--- config.mk ---
export PLATFORM = sky130hd
export DESIGN_NAME = hamming74_byte_stream_codec_core
export DESIGN_NICKNAME = d
export VERILOG_FILES = /design/src/rtl/hc74_pkg.sv /design/src/rtl/hc74_step.sv /design/src/rtl/hc74_drain.sv /design/src/rtl/hamming74_byte_stream_codec_core.sv
export SDC_FILE = /design/constraint.sdc
export NUM_CORES = 1
export LEC_CHECK = 0
export ABC_AREA = 1
export ABC_CLOCK_PERIOD_IN_PS = 4500
export BUFFER_PORTS_ARGS = -buffer_cell sky130_fd_sc_hd__buf_4
export CAP_MARGIN = 0
export CORE_ASPECT_RATIO = 2
export CORE_MARGIN = 2
export CORE_UTILIZATION = 50
export CTS_BUF_LIST = sky130_fd_sc_hd__clkbuf_4 sky130_fd_sc_hd__clkbuf_8
export DETAILED_ROUTE_END_ITERATION = 8
export GPL_TIMING_DRIVEN = 0
export PLACE_DENSITY = 0.7
export SYNTH_ARGS = -nofsm -noshare
export SYNTH_HDL_FRONTEND = slang
export SYNTH_SLANG_ARGS = --single-unit
--- constraint.sdc ---
create_clock -name clk -period 4.5 [get_ports clk]
set_input_delay 0.45 -clock clk [delete_from_list [all_inputs] [get_ports clk]]
set_output_delay 0.45 -clock clk [all_outputs]
set_load 0.1 [all_outputs]
--- src/rtl/hc74_pkg.sv ---
// ----------------------------------------------------------------------------
// hc74_pkg
// Shared types and Hamming (7,4) code functions for the byte stream codec.
// ----------------------------------------------------------------------------
package hc74_pkg;

	// Codeword positions of the four data bits, d3 down to d0.
	localparam logic [2:0] POS_D3 = 3'd7;
	localparam logic [2:0] POS_D2 = 3'd6;
	localparam logic [2:0] POS_D1 = 3'd5;
	localparam logic [2:0] POS_D0 = 3'd3;

	// Residues of the bit packers, always held in the low bits with the
	// unused upper bits at zero.
	typedef struct packed {
		logic [6:0] in_res;
		logic [2:0] in_cnt;
		logic [7:0] out_res;
		logic [2:0] out_cnt;
	} hc74_state_t;

	// All result beats caused by one input byte.
	typedef struct packed {
		logic [2:0][7:0] bytes;
		logic [1:0]      cnt;
		logic            marker;
		logic            fin;
	} hc74_bundle_t;

	function automatic logic [6:0] encode_nibble(input logic [3:0] nib);
		logic [2:0] par;
		par = (nib[3] ? POS_D3 : 3'd0) ^ (nib[2] ? POS_D2 : 3'd0)
		    ^ (nib[1] ? POS_D1 : 3'd0) ^ (nib[0] ? POS_D0 : 3'd0);
		return {nib[3], nib[2], nib[1], par[2], nib[0], par[1], par[0]};
	endfunction

	// Bit p-1 of the codeword holds position p.
	function automatic logic [3:0] decode_word(input logic [6:0] cw);
		logic [2:0] syn;
		logic [6:0] fix;
		syn = 3'd0;
		for (int p = 1; p <= 7; p++) begin
			if (cw[p-1]) begin
				syn = syn ^ 3'(p);
			end
		end
		fix = cw;
		if (syn != 3'd0) begin
			fix = cw ^ (7'd1 << (syn - 3'd1));
		end
		return {fix[6], fix[5], fix[4], fix[2]};
	endfunction

endpackage

--- src/rtl/hc74_step.sv ---
// ----------------------------------------------------------------------------
// hc74_step
// Combinational work for one input byte: encodes or decodes it, packs the
// bits into result bytes and computes the next packer residues.
// ----------------------------------------------------------------------------
module hc74_step import hc74_pkg::*; (
	input  logic         direction,
	input  logic [7:0]   data_byte,
	input  logic         final_byte,
	input  hc74_state_t  state_cur,
	output hc74_state_t  state_nxt,
	output hc74_bundle_t bundle
);

	// Encode path: 14 code bits appended to the output residue.
	logic [13:0] enc_bits;
	logic [21:0] enc_acc;
	logic [4:0]  enc_n;
	logic [7:0]  enc_b0;
	logic [7:0]  enc_b1;
	logic [2:0]  enc_r;
	logic [7:0]  enc_res;
	logic [7:0]  enc_pad;
	logic        enc_pad_en;

	// Decode path: one or two codewords gathered across byte boundaries.
	logic [14:0] dec_acc;
	logic [3:0]  dec_n;
	logic        dec_two;
	logic [6:0]  dec_cw0;
	logic [3:0]  dec_nib0;
	logic [3:0]  dec_nib1;
	logic [2:0]  dec_rn;
	logic [6:0]  dec_in_res;
	logic [15:0] dec_oacc;
	logic [3:0]  dec_on;
	logic [7:0]  dec_byte;
	logic [7:0]  dec_out_res;

	assign enc_bits   = {encode_nibble(data_byte[7:4]), encode_nibble(data_byte[3:0])};
	assign enc_acc    = {state_cur.out_res, enc_bits};
	assign enc_n      = 5'd14 + {2'b00, state_cur.out_cnt};
	assign enc_b0     = 8'(enc_acc >> (enc_n - 5'd8));
	assign enc_b1     = 8'(enc_acc >> (enc_n - 5'd16));
	assign enc_r      = enc_n[2:0];
	assign enc_res    = enc_acc[7:0] & 8'((9'd1 << enc_r) - 9'd1);
	assign enc_pad    = 8'(enc_res << (4'd8 - {1'b0, enc_r}));
	assign enc_pad_en = final_byte && (enc_r != 3'd0);

	assign dec_acc    = {state_cur.in_res, data_byte};
	assign dec_n      = 4'd8 + {1'b0, state_cur.in_cnt};
	assign dec_two    = (dec_n == 4'd14);
	assign dec_cw0    = 7'(dec_acc >> (dec_n - 4'd7));
	assign dec_nib0   = decode_word(dec_cw0);
	assign dec_nib1   = decode_word(dec_acc[6:0]);
	assign dec_rn     = dec_two ? 3'd0 : 3'(dec_n - 4'd7);
	assign dec_in_res = dec_acc[6:0] & 7'((8'd1 << dec_rn) - 8'd1);
	assign dec_oacc   = dec_two ? {state_cur.out_res, dec_nib0, dec_nib1}
	                            : {4'b0000, state_cur.out_res, dec_nib0};
	assign dec_on     = {1'b0, state_cur.out_cnt} + (dec_two ? 4'd8 : 4'd4);
	assign dec_byte   = 8'(dec_oacc >> (dec_on - 4'd8));
	assign dec_out_res = dec_oacc[7:0] & 8'((9'd1 << dec_on[2:0]) - 9'd1);

	always_comb begin
		bundle.bytes  = '0;
		bundle.cnt    = 2'd0;
		bundle.marker = 1'b0;
		bundle.fin    = final_byte;
		state_nxt     = state_cur;
		if (!direction) begin
			bundle.bytes[0] = enc_b0;
			bundle.bytes[1] = enc_n[4] ? enc_b1 : enc_pad;
			bundle.bytes[2] = enc_pad;
			bundle.cnt      = (enc_n[4] ? 2'd2 : 2'd1) + {1'b0, enc_pad_en};
			state_nxt.out_res = enc_res;
			state_nxt.out_cnt = enc_r;
		end else begin
			bundle.bytes[0] = dec_byte;
			bundle.cnt      = {1'b0, dec_on[3]};
			state_nxt.in_res  = dec_in_res;
			state_nxt.in_cnt  = dec_rn;
			state_nxt.out_res = dec_out_res;
			state_nxt.out_cnt = dec_on[2:0];
		end
		// A final byte that yields no data still closes the stream with one beat.
		if (final_byte && (bundle.cnt == 2'd0)) begin
			bundle.cnt    = 2'd1;
			bundle.marker = 1'b1;
			bundle.bytes  = '0;
		end
		if (final_byte) begin
			state_nxt = '0;
		end
	end

endmodule

--- src/rtl/hc74_drain.sv ---
// ----------------------------------------------------------------------------
// hc74_drain
// Result register: holds the beats of one input byte and hands them out one
// per cycle while out_ready is high, flagging the last beat of byte and stream.
// ----------------------------------------------------------------------------
module hc74_drain import hc74_pkg::*; (
	input  logic         clk,
	input  logic         arst_n,
	input  logic         load,
	input  hc74_bundle_t bundle,
	output logic         free,
	output logic         out_valid,
	input  logic         out_ready,
	output logic [7:0]   out_byte,
	output logic         byte_valid,
	output logic         run_end,
	output logic         stream_end
);

	hc74_bundle_t bundle_s2;
	logic         valid_s2;
	logic [1:0]   idx_q;
	logic         last;
	logic         take;

	assign last       = (idx_q == (bundle_s2.cnt - 2'd1));
	assign take       = valid_s2 && out_ready;
	assign free       = !valid_s2 || (take && last);
	assign out_valid  = valid_s2;
	assign out_byte   = bundle_s2.bytes[idx_q];
	assign byte_valid = !bundle_s2.marker;
	assign run_end    = last;
	assign stream_end = last && bundle_s2.fin;

	always_ff @(posedge clk or negedge arst_n) begin
		if (!arst_n) begin
			valid_s2 <= 1'b0;
			idx_q    <= 2'd0;
		end else if (free) begin
			valid_s2 <= load;
			idx_q    <= 2'd0;
		end else if (take) begin
			idx_q <= idx_q + 2'd1;
		end
	end

	always_ff @(posedge clk) begin
		if (free && load) begin
			bundle_s2 <= bundle;
		end
	end

endmodule

--- src/rtl/hamming74_byte_stream_codec_core.sv ---
// ----------------------------------------------------------------------------
// hamming74_byte_stream_codec_core
// Hamming (7,4) byte stream encoder and single-error-correcting decoder.
// ----------------------------------------------------------------------------
// Timing: an accepted byte passes the input register, then the result register,
// before its first result beat is presented; it waits in the input register
// while the result register is busy. One result beat per cycle while out_ready
// is high; a byte gives one to three beats when encoding and at most one when
// decoding, and a new byte can be taken while the beats of the last one drain.
// Reset: direction returns to encode and all packer residues are cleared.
module hamming74_byte_stream_codec_core import hc74_pkg::*; (
	input  logic       clk,
	input  logic       arst_n,
	input  logic       cfg_valid,
	output logic       cfg_ready,
	input  logic       cfg_data,
	input  logic       in_valid,
	output logic       in_ready,
	input  logic [7:0] data_byte,
	input  logic       final_byte,
	output logic       out_valid,
	input  logic       out_ready,
	output logic [7:0] out_byte,
	output logic       byte_valid,
	output logic       run_end,
	output logic       stream_end
);

	logic         direction_q;
	hc74_state_t  state_q;
	hc74_state_t  state_nxt;
	hc74_bundle_t bundle;
	logic         valid_s1;
	logic [7:0]   data_byte_s1;
	logic         final_byte_s1;
	logic         drain_free;
	logic         adv_s1;

	assign cfg_ready = 1'b1;
	assign adv_s1    = valid_s1 && drain_free;
	assign in_ready  = !valid_s1 || adv_s1;

	hc74_step u_step (
		.direction  (direction_q),
		.data_byte  (data_byte_s1),
		.final_byte (final_byte_s1),
		.state_cur  (state_q),
		.state_nxt  (state_nxt),
		.bundle     (bundle)
	);

	hc74_drain u_drain (
		.clk        (clk),
		.arst_n     (arst_n),
		.load       (adv_s1 && (bundle.cnt != 2'd0)),
		.bundle     (bundle),
		.free       (drain_free),
		.out_valid  (out_valid),
		.out_ready  (out_ready),
		.out_byte   (out_byte),
		.byte_valid (byte_valid),
		.run_end    (run_end),
		.stream_end (stream_end)
	);

	always_ff @(posedge clk or negedge arst_n) begin
		if (!arst_n) begin
			valid_s1    <= 1'b0;
			direction_q <= 1'b0;
			state_q     <= '0;
		end else begin
			if (in_ready) begin
				valid_s1 <= in_valid;
			end
			// A direction change starts a fresh stream.
			if (cfg_valid && cfg_ready) begin
				direction_q <= cfg_data;
				state_q     <= '0;
			end else if (adv_s1) begin
				state_q <= state_nxt;
			end
		end
	end

	always_ff @(posedge clk) begin
		if (in_valid && in_ready) begin
			data_byte_s1  <= data_byte;
			final_byte_s1 <= final_byte;
		end
	end

	// Decoding packs whole nibbles, so the output residue is empty or half a byte.
	assert property (@(posedge clk) disable iff (!arst_n)
		direction_q |-> (state_q.out_cnt == 3'd0 || state_q.out_cnt == 3'd4))
		else $error("decode output residue is not nibble aligned");

	// Encoding never gathers codeword bits on the input side.
	assert property (@(posedge clk) disable iff (!arst_n)
		!direction_q |-> (state_q.in_cnt == 3'd0 && state_q.in_res == 7'd0))
		else $error("input residue holds bits while encoding");

	// Seven gathered bits always form a codeword at once.
	assert property (@(posedge clk) disable iff (!arst_n)
		state_q.in_cnt != 3'd7)
		else $error("input residue reached a full codeword");

	// The end of a stream is also the end of the beats of its last byte.
	assert property (@(posedge clk) disable iff (!arst_n)
		(out_valid && stream_end) |-> run_end)
		else $error("stream end beat is not the last beat of its byte");

	// A stalled result beat stays offered with its payload unchanged.
	assert property (@(posedge clk) disable iff (!arst_n)
		(out_valid && !out_ready) |=>
		(out_valid && $stable({out_byte, byte_valid, run_end, stream_end})))
		else $error("result beat changed while stalled");

endmodule

==> results of run 1 <==
[routing by layer]
metal | wire length (um) | up-vias | global-route usage
met2 | 10300 | 208 | 0.608
met4 | 1870 | 0 | 0.285
met3 | 633 | 91 | 0.0443
li1 | - | 2794 | -
met1 | 6090 | 2667 | 0.294
met5 | 0 | - | 0
[cells by family after synthesis]
family                   synth area share
AO/OA/AOI/OAI                       0.174
other                            0.000673
flip-flops                          0.312
adder cells (fa/ha/maj)            0.0552
buffers and inverters              0.0999
AND/OR/NAND/NOR                     0.321
XOR/XNOR                           0.0377
[cell usage after synthesis, types with 4 or more instances]
cell                       instances
sky130_fd_sc_hd__buf_4             9
sky130_fd_sc_hd__o211ai_1          8
sky130_fd_sc_hd__buf_1             4
sky130_fd_sc_hd__inv_2             5
sky130_fd_sc_hd__a31oi_1           6
sky130_fd_sc_hd__a21oi_2           8
sky130_fd_sc_hd__dfrtp_1          25
sky130_fd_sc_hd__ha_1             23
sky130_fd_sc_hd__xor2_1           15
sky130_fd_sc_hd__a21oi_1          28
sky130_fd_sc_hd__nand2_1         217
sky130_fd_sc_hd__nand2_2          14
sky130_fd_sc_hd__o22ai_1           5
sky130_fd_sc_hd__nand4_1           6
sky130_fd_sc_hd__o21ai_0          82
sky130_fd_sc_hd__nor2_1           82
sky130_fd_sc_hd__nand3_2           6
sky130_fd_sc_hd__inv_1            74
sky130_fd_sc_hd__nand3_1          85
sky130_fd_sc_hd__edfxtp_1         37
sky130_fd_sc_hd__o31ai_1          10
sky130_fd_sc_hd__xnor2_1           9
sky130_fd_sc_hd__clkbuf_1         19
sky130_fd_sc_hd__buf_2            13
sky130_fd_sc_hd__a211oi_1          4
[repair_timing]
action	in CTS	in global routing
resized for setup	0	2
setup endpoints to repair	0	27
hold endpoints to repair	0	0
[path summary, 6_finish.rpt]
kind                            slack, ps  cells after the start          from              endpoint
worst max-delay path                  390                     16    state_q[1]  u_drain.bundle_s2[5]
worst min-delay path                    2                      1        arst_n            state_q[9]
worst max register to register        390                     16    state_q[1]  u_drain.bundle_s2[5]
worst min register to register        540                      2      valid_s1              valid_s1
max in group asynchronous            4220                      1        arst_n      u_drain.idx_q[0]
min in group clk                      260                      1  data_byte[3]       data_byte_s1[3]
[layout make-up]
| cell class | count | area [sq um] | share of cell area |
|---|---|---|---|
| sequential | 62 | 1740 | 0.280 |
| timing repair buffer | 28 | 218 | 0.0351 |
| clock buffer | 9 | 124 | 0.0200 |
| tap | 140 | 175 | 0.0283 |
| buffer | 47 | 251 | 0.0406 |
| clock inverter | 7 | 96.3 | 0.0156 |
| inverter | 81 | 304 | 0.0491 |
| multi-input combinational | 635 | 3290 | 0.531 |
[report_power, final]
group	switching, mW	internal (mW)	total (mW)
registers	0.117	0.890	1.01
logic	2.72	1.00	3.72
clock network	0.246	0.314	0.559
total	3.08	2.20	5.29
[state kept, by name (all words and copies together) (netlist names)]
| register | cells |
|---|---|
| final_byte_s1 | 1 |
| direction_q | 1 |
| u_drain.out_valid | 1 |
| u_drain.idx_q | 2 |
| state_q | 20 |
| data_byte_s1 | 8 |
| valid_s1 | 1 |
| u_drain.bundle_s2 | 28 |
[metrics by stage]
stage          instances   util  area, sq um
2_1_floorplan        826      -         5580
3_3_place_gp         993  0.548         5960
3_5_place_dp         994  0.549         5970
4_1_cts             1010  0.569         6190
5_1_grt             1009  0.569         6190
6_report            1009  0.569         6190
==> reports/qor.yml, run 1 <==
final_layout:
  final_cell_mix: "sky130_fd_sc_hd__nand2_1 (217), sky130_fd_sc_hd__nand3_1 (85), sky130_fd_sc_hd__o21ai_0 (82)"
  fillcell_total: 1066
  final_net_count: 903
  layout.cells.most_common: "sky130_fd_sc_hd__nand2_1"
  syn2layout_area_growth_pct: 11.1
  antenna-diode-count: 0
  layout-drive-gt1-share: 0.127
global_routing:
  pin_count_of_the_biggest_net_entering_global_routing: 26
  global_route_wire_length_before_repair_mm: 29.8
  grt_overflow_total: 0
  grt_pass1_vias: 5912
  initial_antenna_violation_count: 0
  total_global_route_track_usage: 0.327
timing:
  finalSetupTns_ps: 0
  setup_viol: 0
  finClkSkew_ps: 12.4
  fmaxAchievable_mhz: 243
  worst_slew_pin_slew_ps: 679
  final-max-slew-violation-count: 0
  finalHoldWorstSlack_ps: 2.12
  final.setup.worst_slack_ps: 391
  slew_headroom: 0.548
  rsz_0062_raised_after_global_routing: "false"
  layout_worst_path_cycle_share: 0.913
  post-route-min-period_ps: 4110
  final_hold_viol_count: 0
synth:
  synthesis.area_sq_mm: 0.00557
  synth_area_leader_cell: "sky130_fd_sc_hd__edfxtp_1"
  ys.flop_type: "sky130_fd_sc_hd__edfxtp_1"
  synth.top_cell.area_share: 0.199
  ys_top_cells_by_area: "sky130_fd_sc_hd__edfxtp_1 (20%), sky130_fd_sc_hd__nand2_1 (15%), sky130_fd_sc_hd__dfrtp_1 (11%)"
  seq_area_frac_synth: 0.312
  yosys_register_bits: 62
  synthesis.instances: 825
  synth_enable_flop_cells: 37
  synth_area_per_cell_sq_um: 6.76
  yosysWarnings: 0
  async_set_reset_flop_share_out_of_synthesis: 0.403
  synth_cell_types: 46
clocking:
  tritoncts_clock_tree: "built"
  cts_buffers: 9
  cts-root-to-sink-buffers: 2
  htree_num_levels: 3
  cts.reportedPaths.clkPinSlew_ps: 80
  post-cts-setup-buffer-count: 0
  cts.sinks: 62
  clock-root-buffer: "sky130_fd_sc_hd__clkbuf_8"
  clk-insertion-delay-late_ps: 360
  cts_hold_buf: 0
worst_setup_path:
  worst_ep_arrival_time_ps: 4160
  critical_path.cell_chain: "clkbuf_1 > inv_1 > clkbuf_4 > ha_1 > ha_1 > inv_1 > nand2_1 > ha_1 > nand2_1 > o21ai_0 > nand3_1 > clkbuf_1 > nand3_1 > inv_1 > nor2_2 > buf_8"
  timing_worst_setup_path_type: "register to register"
  cp.required_ps: 4550
  slowest_delay_ps: 530
  crit_path_max_fanout: 22
  crit_slowest_cell: "sky130_fd_sc_hd__dfrtp_1"
  family_with_the_most_delay_on_the_worst_path: "buffers and inverters"
  timing.critical_path.buf_inv: 7
  critical_path.endpoint_type: "register"
  critical_path.startpoint_type: "register"
drt:
  initialDrtViolationCount: 403
  avgRoutedWirePerCell_um: 18.8
  routed_wl_mm: 18.9
  detail_route.first_pass.iterations: 5
  vias_after_detailed_routing: 5760
  postRouteAntennaNets: 0
  drc_errors: 0
  avgViaCountPerCell: 5.71
floorplan:
  effective_utilization_at_floorplan: 0.512
  chipHeight_um: 153
  placeableCoreArea_sq_mm: 0.0109
  number_of_i_o_pins: 29
  floorplan.die_area_sq_mm: 0.0121
  placement_rows: 54
  dieWidth_um: 78.7
power:
  finalPower_mw: 5.29
  pwr_dens_mw_per_mm2: 854
  ir_drop_mv: 0.596
  leakage_nw: 2.83
placement:
  place_congestion: 1.02
  dpl_worst_slack_ps: 174
  place.detailed.hpwl_mm: 15.4
  portBuffers: 27
run:
  cap_viol_max_count: 0
status:
  run_status: "complete, no violations"
hold_path:
  worstHoldPathType: "input pin to async pin"
Power figures use the tool's default switching activity.
==> run 2, diff against run 1 <==
Settings changed: ABC_AREA 1 to default, ABC_CLOCK_PERIOD_IN_PS 4500 to default.
==> run 2 against run 1 <==
Against the previous run:
- setup slack lost 380 ps
- global-route usage grew 0.44 points
- non-clock buffer count grew 29
- cell count shrank 16%
- highest routed layer unchanged
- clock skew shrank 3.1 ps
- critical endpoint is now u_drain.bundle_s2[9]
- fmax shrank 8.6%
- hold slack gained 7.9 ps
- utilization grew 3.8 points
- synthesized cell count shrank 23%
- synthesized area shrank 0.29%
- design area grew 6.7%
- die area shrank 0.28%
==> reports/qor.yml, run 2 <==
final_layout:
  largest_register_ffs: 28  # unchanged
  postLayoutCellArea_sq_mm: 0.00661  # was 0.00619 sq mm
  fillcell_total: 966  # was 1066
  final_cell_mix: "sky130_fd_sc_hd__nand2_1 (74), sky130_fd_sc_hd__buf_4 (53), sky130_fd_sc_hd__nor2_1 (53)"  # was sky130_fd_sc_hd__nand2_1 (217), sky130_fd_sc_hd__nand3_1 (85), sky130_fd_sc_hd__o21ai_0 (82)
  largest_register: "u_drain.bundle_s2"  # unchanged
  finalCoreUtilization: 0.608  # was 0.569
  largest_registers: "u_drain.bundle_s2: 28 flops, state_q: 20 flops, data_byte_s1: 8 flops"  # unchanged
  syn2layout_area_growth_pct: 18.9  # was 11.1%
  layout-drive-gt1-share: 0.205  # was 0.127
  final_net_count: 740  # was 903
  layout.cells.most_common: "sky130_fd_sc_hd__nand2_1"  # unchanged
  antenna-diode-count: 0  # unchanged
timing:
  final-max-slew-violation-count: 0  # unchanged
  final_hold_viol_count: 0  # unchanged
  rsz_0062_raised_after_global_routing: "true"  # was false
  worst_slew_pin_slew_ps: 1100  # was 679 ps
  fmaxAchievable_mhz: 223  # was 243 MHz
  layout_worst_path_cycle_share: 0.999  # was 0.913
  setup_viol: 0  # unchanged
  slew_headroom: 0.259  # was 0.548
  finClkSkew_ps: 9.37  # was 12.4 ps
  post-route-min-period_ps: 4490  # was 4110 ps
worst_setup_path:
  slowest_delay_ps: 550  # was 530 ps
  cp.required_ps: 4650  # was 4550 ps
  crit_slowest_cell: "sky130_fd_sc_hd__or4_4"  # was sky130_fd_sc_hd__dfrtp_1
  worst_ep_arrival_time_ps: 4640  # was 4160 ps
  cpMostUsedCell: "sky130_fd_sc_hd__ha_4"
  critical_path.cell_chain: "buf_6 > inv_8 > ha_4 > buf_8 > mux2_4 > a222oi_1 > buf_4 > o22ai_4 > xnor3_2 > xnor2_2 > nor2_2 > ha_4 > or2_4 > or4_4 > a311oi_4 > nor3_2 > a2111oi_2"  # was clkbuf_1 > inv_1 > clkbuf_4 > ha_1 > ha_1 > inv_1 > nand2_1 > ha_1 > nand2_1 > o21ai_0 > nand3_1 > clkbuf_1 > nand3_1 > inv_1 > nor2_2 > buf_8
  r2r_slack_ps: 7  # was 390 ps
  timing_worst_setup_path_type: "register to register"  # unchanged
  crit_path_max_fanout: 6  # was 22
  critical_path.endpoint_type: "register"  # unchanged
  critical_path.startpoint_type: "register"  # unchanged
drt:
  drc_errors: 0  # unchanged
  initialDrtViolationCount: 387  # was 403
  postRouteAntennaNets: 0  # unchanged
  routed_wl_mm: 19.7  # was 18.9 mm
  detail_route.first_pass.iterations: 8  # was 5
  avgViaCountPerCell: 6.28  # was 5.71
  vias_after_detailed_routing: 5315  # was 5760
  avgRoutedWirePerCell_um: 23.3  # was 18.8 um
synth:
  async_set_reset_flop_share_out_of_synthesis: 0.403  # unchanged
  yosysWarnings: 0  # unchanged
  synth_enable_flop_cells: 37  # unchanged
  synth_area_per_cell_sq_um: 8.74  # was 6.76 sq um
  synth.most_common_cell: "sky130_fd_sc_hd__nand2_1"  # unchanged
  synth.top_cell.area_share: 0.200  # was 0.199
  synth_cell_types: 78  # was 46
  ys_top_cells_by_area: "sky130_fd_sc_hd__edfxtp_1 (20%), sky130_fd_sc_hd__dfrtp_1 (11%), sky130_fd_sc_hd__mux2i_1 (5.9%)"  # was sky130_fd_sc_hd__edfxtp_1 (20%), sky130_fd_sc_hd__nand2_1 (15%), sky130_fd_sc_hd__dfrtp_1 (11%)
  synth_area_leader_cell: "sky130_fd_sc_hd__edfxtp_1"  # unchanged
  seq_area_frac_synth: 0.312  # about the same
  ys_top_cells_by_count: "sky130_fd_sc_hd__nand2_1 (74), sky130_fd_sc_hd__nor2_1 (58), sky130_fd_sc_hd__o21ai_0 (48)"  # was sky130_fd_sc_hd__nand2_1 (217), sky130_fd_sc_hd__nand3_1 (85), sky130_fd_sc_hd__nor2_1 (82), sky130_fd_sc_hd__o21ai_0 (82), sky130_fd_sc_hd__inv_1 (74)
  synthesis.instances: 636  # was 825
  yosys_register_bits: 62  # unchanged
  synthesis.area_sq_mm: 0.00556  # was 0.00557 sq mm
  ys.flop_type: "sky130_fd_sc_hd__edfxtp_1"  # unchanged
floorplan:
  placeableCoreArea_sq_mm: 0.0109  # unchanged
  floorplan.die_area_sq_mm: 0.0120  # was 0.0121 sq mm
  chipHeight_um: 153  # about the same
  number_of_i_o_pins: 29  # unchanged
  effective_utilization_at_floorplan: 0.511  # was 0.512
  dieWidth_um: 78.6  # was 78.7 um
  placement_rows: 54  # unchanged
clocking:
  cts.reportedPaths.clkPinSlew_ps: 70  # was 80 ps
  cts.sinks: 62  # unchanged
  cts_hold_buf: 0  # unchanged
  tritoncts_clock_tree: "built"  # unchanged
  clk-insertion-delay-late_ps: 350  # was 360 ps
  clock-root-buffer: "sky130_fd_sc_hd__clkbuf_8"  # unchanged
  cts_buffers: 9  # unchanged
  htree_num_levels: 3  # unchanged
  cts-root-to-sink-buffers: 2  # unchanged
global_routing:
  total_global_route_track_usage: 0.331  # was 0.327
  initial_antenna_violation_count: 0  # unchanged
  pin_count_of_the_biggest_net_entering_global_routing: 26  # unchanged
  global_route_wire_length_before_repair_mm: 29.5  # was 29.8 mm
  grt_pass1_vias: 5208  # was 5912
  grt_overflow_total: 0  # unchanged
placement:
  place.detailed.hpwl_mm: 15.3  # was 15.4 mm
  dpl-instance-area_sq_mm: 0.00600  # was 0.00597 sq mm
  portBuffers: 27  # unchanged
  place_congestion: 1.00  # was 1.02
status:
  run_status: "complete, no violations"  # unchanged
run:
  cap_viol_max_count: 0  # unchanged
hold_path:
  worstHoldPathType: "input pin to async pin"  # unchanged
==> run 2: cell count changes in the layout (fill, tap and decap cells not counted), moves of 20 or more <==
cell	previous run	this run
sky130_fd_sc_hd__nand2_1	217	74
sky130_fd_sc_hd__nand3_1	85	14
sky130_fd_sc_hd__nor2_1	80	53
sky130_fd_sc_hd__mux2i_1	0	33
sky130_fd_sc_hd__o21ai_0	82	47
sky130_fd_sc_hd__inv_1	74	13
sky130_fd_sc_hd__nor3_1	3	23
==> run 2: worst paths after layout <==
| check | endpoint | start | cells after the start |
|---|---|---|---|
| worst max-delay path | u_drain.bundle_s2[9] | state_q[11] | 17 |
| worst min-delay path | state_q[17] | arst_n | 1 |
| worst max register to register | u_drain.bundle_s2[9] | state_q[11] | 17 |
| worst min register to register | state_q[20] | state_q[20] | 2 |
| max in group asynchronous | state_q[1] | arst_n | 1 |
| min in group clk | data_byte_s1[2] | data_byte[2] | 1 |
==> run 2: metrics by stage <==
stage / hold slack (ps) / setup TNS [ps] / cells / setup slack [ps]
2_1_floorplan: 154 / 0 / 637 / 37.1
3_3_place_gp: 389 / -42670 / 804 / -1160
3_5_place_dp: 399 / -16260 / 805 / -952
4_1_cts: 25.5 / -16.7 / 834 / -8.88
5_1_grt: 29.0 / -307 / 846 / -128
6_report: 10.1 / 0 / 846 / 6.65
==> run 2: routing by layer <==
layer	wire length, um	track usage	part of all wire
met5	0	0	0
met4	1820	0.231	0.092
met3	700	0.0490	0.036
met2	10900	0.643	0.55
met1	6300	0.296	0.32
==> run 2: kinds of logic after synthesis <==
group	count (synthesis)	share of synthesized area
multiplexers	54	0.117
adder cells (fa/ha/maj)	24	0.0554
buffers and inverters	69	0.0527
AO/OA/AOI/OAI	167	0.207
flip-flops	62	0.312
other	1	0.000675
AND/OR/NAND/NOR	222	0.188
XOR/XNOR	37	0.0664
==> run 2: repair_timing <==
item / CTS / global route
resized for setup: 32 / 18
cloned: 2 / 0
buffers inserted: 12 / 13
setup endpoints to repair: 52 / 12
pin swaps: 18 / 8
==> run 2: layout make-up <==
type,count,area (sq um),share of cell area
multi-input combinational,506,3760,0.569
sequential,62,1740,0.263
timing repair buffer,54,450,0.0681
buffer,50,238,0.0360
tap,140,175,0.0265
clock buffer,11,139,0.0210
inverter,18,78.8,0.0119
clock inverter,5,27.5,0.00416
==> run 2: critical path: cells and delay by family (launching register included) <==
family	cells	cell delay (ps)
flip-flops	1	370
multiplexers	1	310
AO/OA/AOI/OAI	4	940
buffers and inverters	4	500
XOR/XNOR	2	600
adder cells (fa/ha/maj)	2	520
AND/OR/NAND/NOR	4	1030
Power of run 2 is left out: the tool's default activity adds up to more than one toggle a clock period on the data nets, which glitch-free logic cannot reach.
==> run 3, diff against run 2 <==
Settings changed: RECOVER_POWER from default to 25.
==> run 3 against run 2 <==
Against the previous run:
- the run now ends with max-capacitance violations, max-slew violations, negative setup slack left
- die area unchanged
- non-clock buffer count unchanged
- register-to-register slack about the same
- count of clock-buffer cells in the layout unchanged
- critical path depth unchanged
- cell count unchanged
==> reports/qor.yml, run 3 (same netlist as run 2, synthesis figures left out) <==
final_layout:
  largest_register: "u_drain.bundle_s2"  # unchanged
  final_cell_mix: "sky130_fd_sc_hd__nand2_1 (74), sky130_fd_sc_hd__nor2_1 (53), sky130_fd_sc_hd__o21ai_0 (47)"  # was sky130_fd_sc_hd__nand2_1 (74), sky130_fd_sc_hd__buf_4 (53), sky130_fd_sc_hd__nor2_1 (53)
  largest_register_ffs: 28  # unchanged
  antenna-diode-count: 0  # unchanged
  syn2layout_area_growth_pct: 18.9  # about the same
  layout-drive-gt1-share: 0.204  # was 0.205
  layout.cells.most_common: "sky130_fd_sc_hd__nand2_1"  # unchanged
  largest_registers: "u_drain.bundle_s2: 28 flops, state_q: 20 flops, data_byte_s1: 8 flops"  # unchanged
  final_net_count: 740  # unchanged
  fillcell_total: 966  # unchanged
clocking:
  htree_num_levels: 3  # unchanged
  cts.reportedPaths.clkPinSlew_ps: 70  # about the same
  cts.sinks: 62  # unchanged
  clock-root-buffer: "sky130_fd_sc_hd__clkbuf_8"  # unchanged
  tritoncts_clock_tree: "built"  # unchanged
  cts_buffers: 9  # unchanged
  cts_hold_buf: 0  # unchanged
  clk-insertion-delay-late_ps: 360  # was 350 ps
  cts-root-to-sink-buffers: 2  # unchanged
hold_path:
  worstHoldEndpoint: "data_byte_s1[2]"
  worstHoldPathType: "input pin to register"  # was input pin to async pin
  hp_start: "data_byte[2]"
  min_path_cells: 1
drt:
  routed_wl_mm: 19.8  # was 19.7 mm
  avgRoutedWirePerCell_um: 23.4  # was 23.3 um
  initialDrtViolationCount: 397  # was 387
  drc_errors: 0  # unchanged
  avgViaCountPerCell: 6.39  # was 6.28
  detail_route.first_pass.iterations: 6  # was 8
  postRouteAntennaNets: 0  # unchanged
  vias_after_detailed_routing: 5406  # was 5315
floorplan:
  floorplan.die_area_sq_mm: 0.0120  # unchanged
  effective_utilization_at_floorplan: 0.511  # unchanged
  dieWidth_um: 78.6  # unchanged
  number_of_i_o_pins: 29  # unchanged
  placement_rows: 54  # unchanged
  chipHeight_um: 153  # unchanged
  placeableCoreArea_sq_mm: 0.0109  # unchanged
worst_setup_path:
  r2r-start: "state_q[11]"  # unchanged
  r2r_slack_ps: -5  # was 7 ps
  critical_path.endpoint_type: "register"  # unchanged
  timing_worst_setup_path_type: "register to register"  # unchanged
  worst_ep_arrival_time_ps: 4660  # was 4640 ps
  cp.required_ps: 4660  # was 4650 ps
  crit_path_max_fanout: 6  # unchanged
  critical_path.startpoint_type: "register"  # unchanged
  crit_slowest_cell: "sky130_fd_sc_hd__or4_4"  # unchanged
  r2r_depth: 17  # unchanged
  critical_path.cell_chain: "buf_6 > inv_8 > ha_4 > buf_8 > mux2_4 > a222oi_1 > buf_4 > o22ai_4 > xnor3_2 > xnor2_2 > nor2_2 > ha_4 > or2_4 > or4_4 > a311oi_4 > nor3_2 > a2111oi_2"  # unchanged
  slowest_delay_ps: 550  # about the same
  crit-reg2reg-capture: "u_drain.bundle_s2[9]"  # unchanged
  cpMostUsedCell: "sky130_fd_sc_hd__ha_4"  # unchanged
timing:
  fmaxAchievable_mhz: 222  # was 223 MHz
  finClkSkew_ps: 9.45  # was 9.37 ps
  slew_headroom: -0.0817  # was 0.259
  setup_viol: 1  # was 0
  final_hold_viol_count: 0  # unchanged
  layout_worst_path_cycle_share: 1.00  # was 0.999
  rsz_0062_raised_after_global_routing: "true"  # unchanged
  post-route-min-period_ps: 4500  # was 4490 ps
  final-max-slew-violation-count: 26  # was 0
  final.setup.worst_slack_ps: -4.53  # was 6.65 ps
  worst_slew_pin_slew_ps: 1620  # was 1100 ps
global_routing:
  grt_overflow_total: 0  # unchanged
  grt_pass1_vias: 5208  # unchanged
  global_route_wire_length_before_repair_mm: 29.5  # unchanged
  pin_count_of_the_biggest_net_entering_global_routing: 26  # unchanged
  initial_antenna_violation_count: 0  # unchanged
  total_global_route_track_usage: 0.331  # unchanged
run:
  cap_viol_max_count: 1  # was 0
placement:
  dpl_worst_slack_ps: -952  # unchanged
  place.detailed.hpwl_mm: 15.3  # unchanged
  place_congestion: 1.00  # unchanged
  portBuffers: 27  # unchanged
status:
  run_status: "complete, but fails checks"  # was complete, no violations
  violations: "max-capacitance violations, max-slew violations, negative setup slack"
## run 3: per-layer routing
metal / share of wire / GRT usage
met4: 0.090 / 0.231
met3: 0.038 / 0.0490
met5: 0 / 0
met2: 0.55 / 0.643
met1: 0.32 / 0.296
## run 3: worst max-delay path: cells and delay by family (launching register included)
kind / cells / cell delay [ps]
compound gates: 4 / 960
xor+xnor: 2 / 600
fa+ha+maj: 2 / 520
buf+inv: 4 / 500
flops: 1 / 370
mux: 1 / 300
simple gates: 4 / 1040
## run 3: final cells by class
| class | count | area [sq um] | area share |
|---|---|---|---|
| buffer | 50 | 238 | 0.0360 |
| clock buffer | 11 | 139 | 0.0210 |
| clock inverter | 5 | 27.5 | 0.00417 |
| inverter | 18 | 78.8 | 0.0119 |
| multi-input combinational | 506 | 3760 | 0.569 |
| sequential | 62 | 1740 | 0.263 |
| tap | 140 | 175 | 0.0265 |
| timing repair buffer | 54 | 447 | 0.0676 |
## run 3: how the worst max path moves through the flow
| stage | start | endpoint | slack [ps] | depth (start not counted) |
|---|---|---|---|---|
| after floorplan | state_q[11] | u_drain.bundle_s2[9] | 40 | 15 |
| after global placement | state_q[1] | u_drain.bundle_s2[1] | -1160 | 14 |
| after detailed placement | state_q[1] | u_drain.bundle_s2[18] | -950 | 17 |
| after CTS | state_q[11] | u_drain.bundle_s2[9] | -9 | 16 |
| after global routing | state_q[11] | u_drain.bundle_s2[9] | -130 | 18 |
| final | state_q[11] | u_drain.bundle_s2[9] | -5 | 17 |
## run 3: repair_timing
item	CTS	global route
setup endpoints to repair	52	12
pin swaps	18	8
setup buffers	12	13
gates cloned	2	0
resized for setup	32	18
## run 3: stage by stage
stage               hold WS [ps]  TNS, ps  instances   util  instance area (sq um)
floorplan                    154        0        637      -                   5610
global placement             389   -42670        804  0.550                   5990
detailed placement           399   -16260        805  0.552                   6000
CTS                         25.5    -16.7        834  0.592                   6440
global route                 271     -307        846  0.607                   6610
finish                       260    -4.53        846  0.607                   6610
Power of run 3 is left out for the same reason.
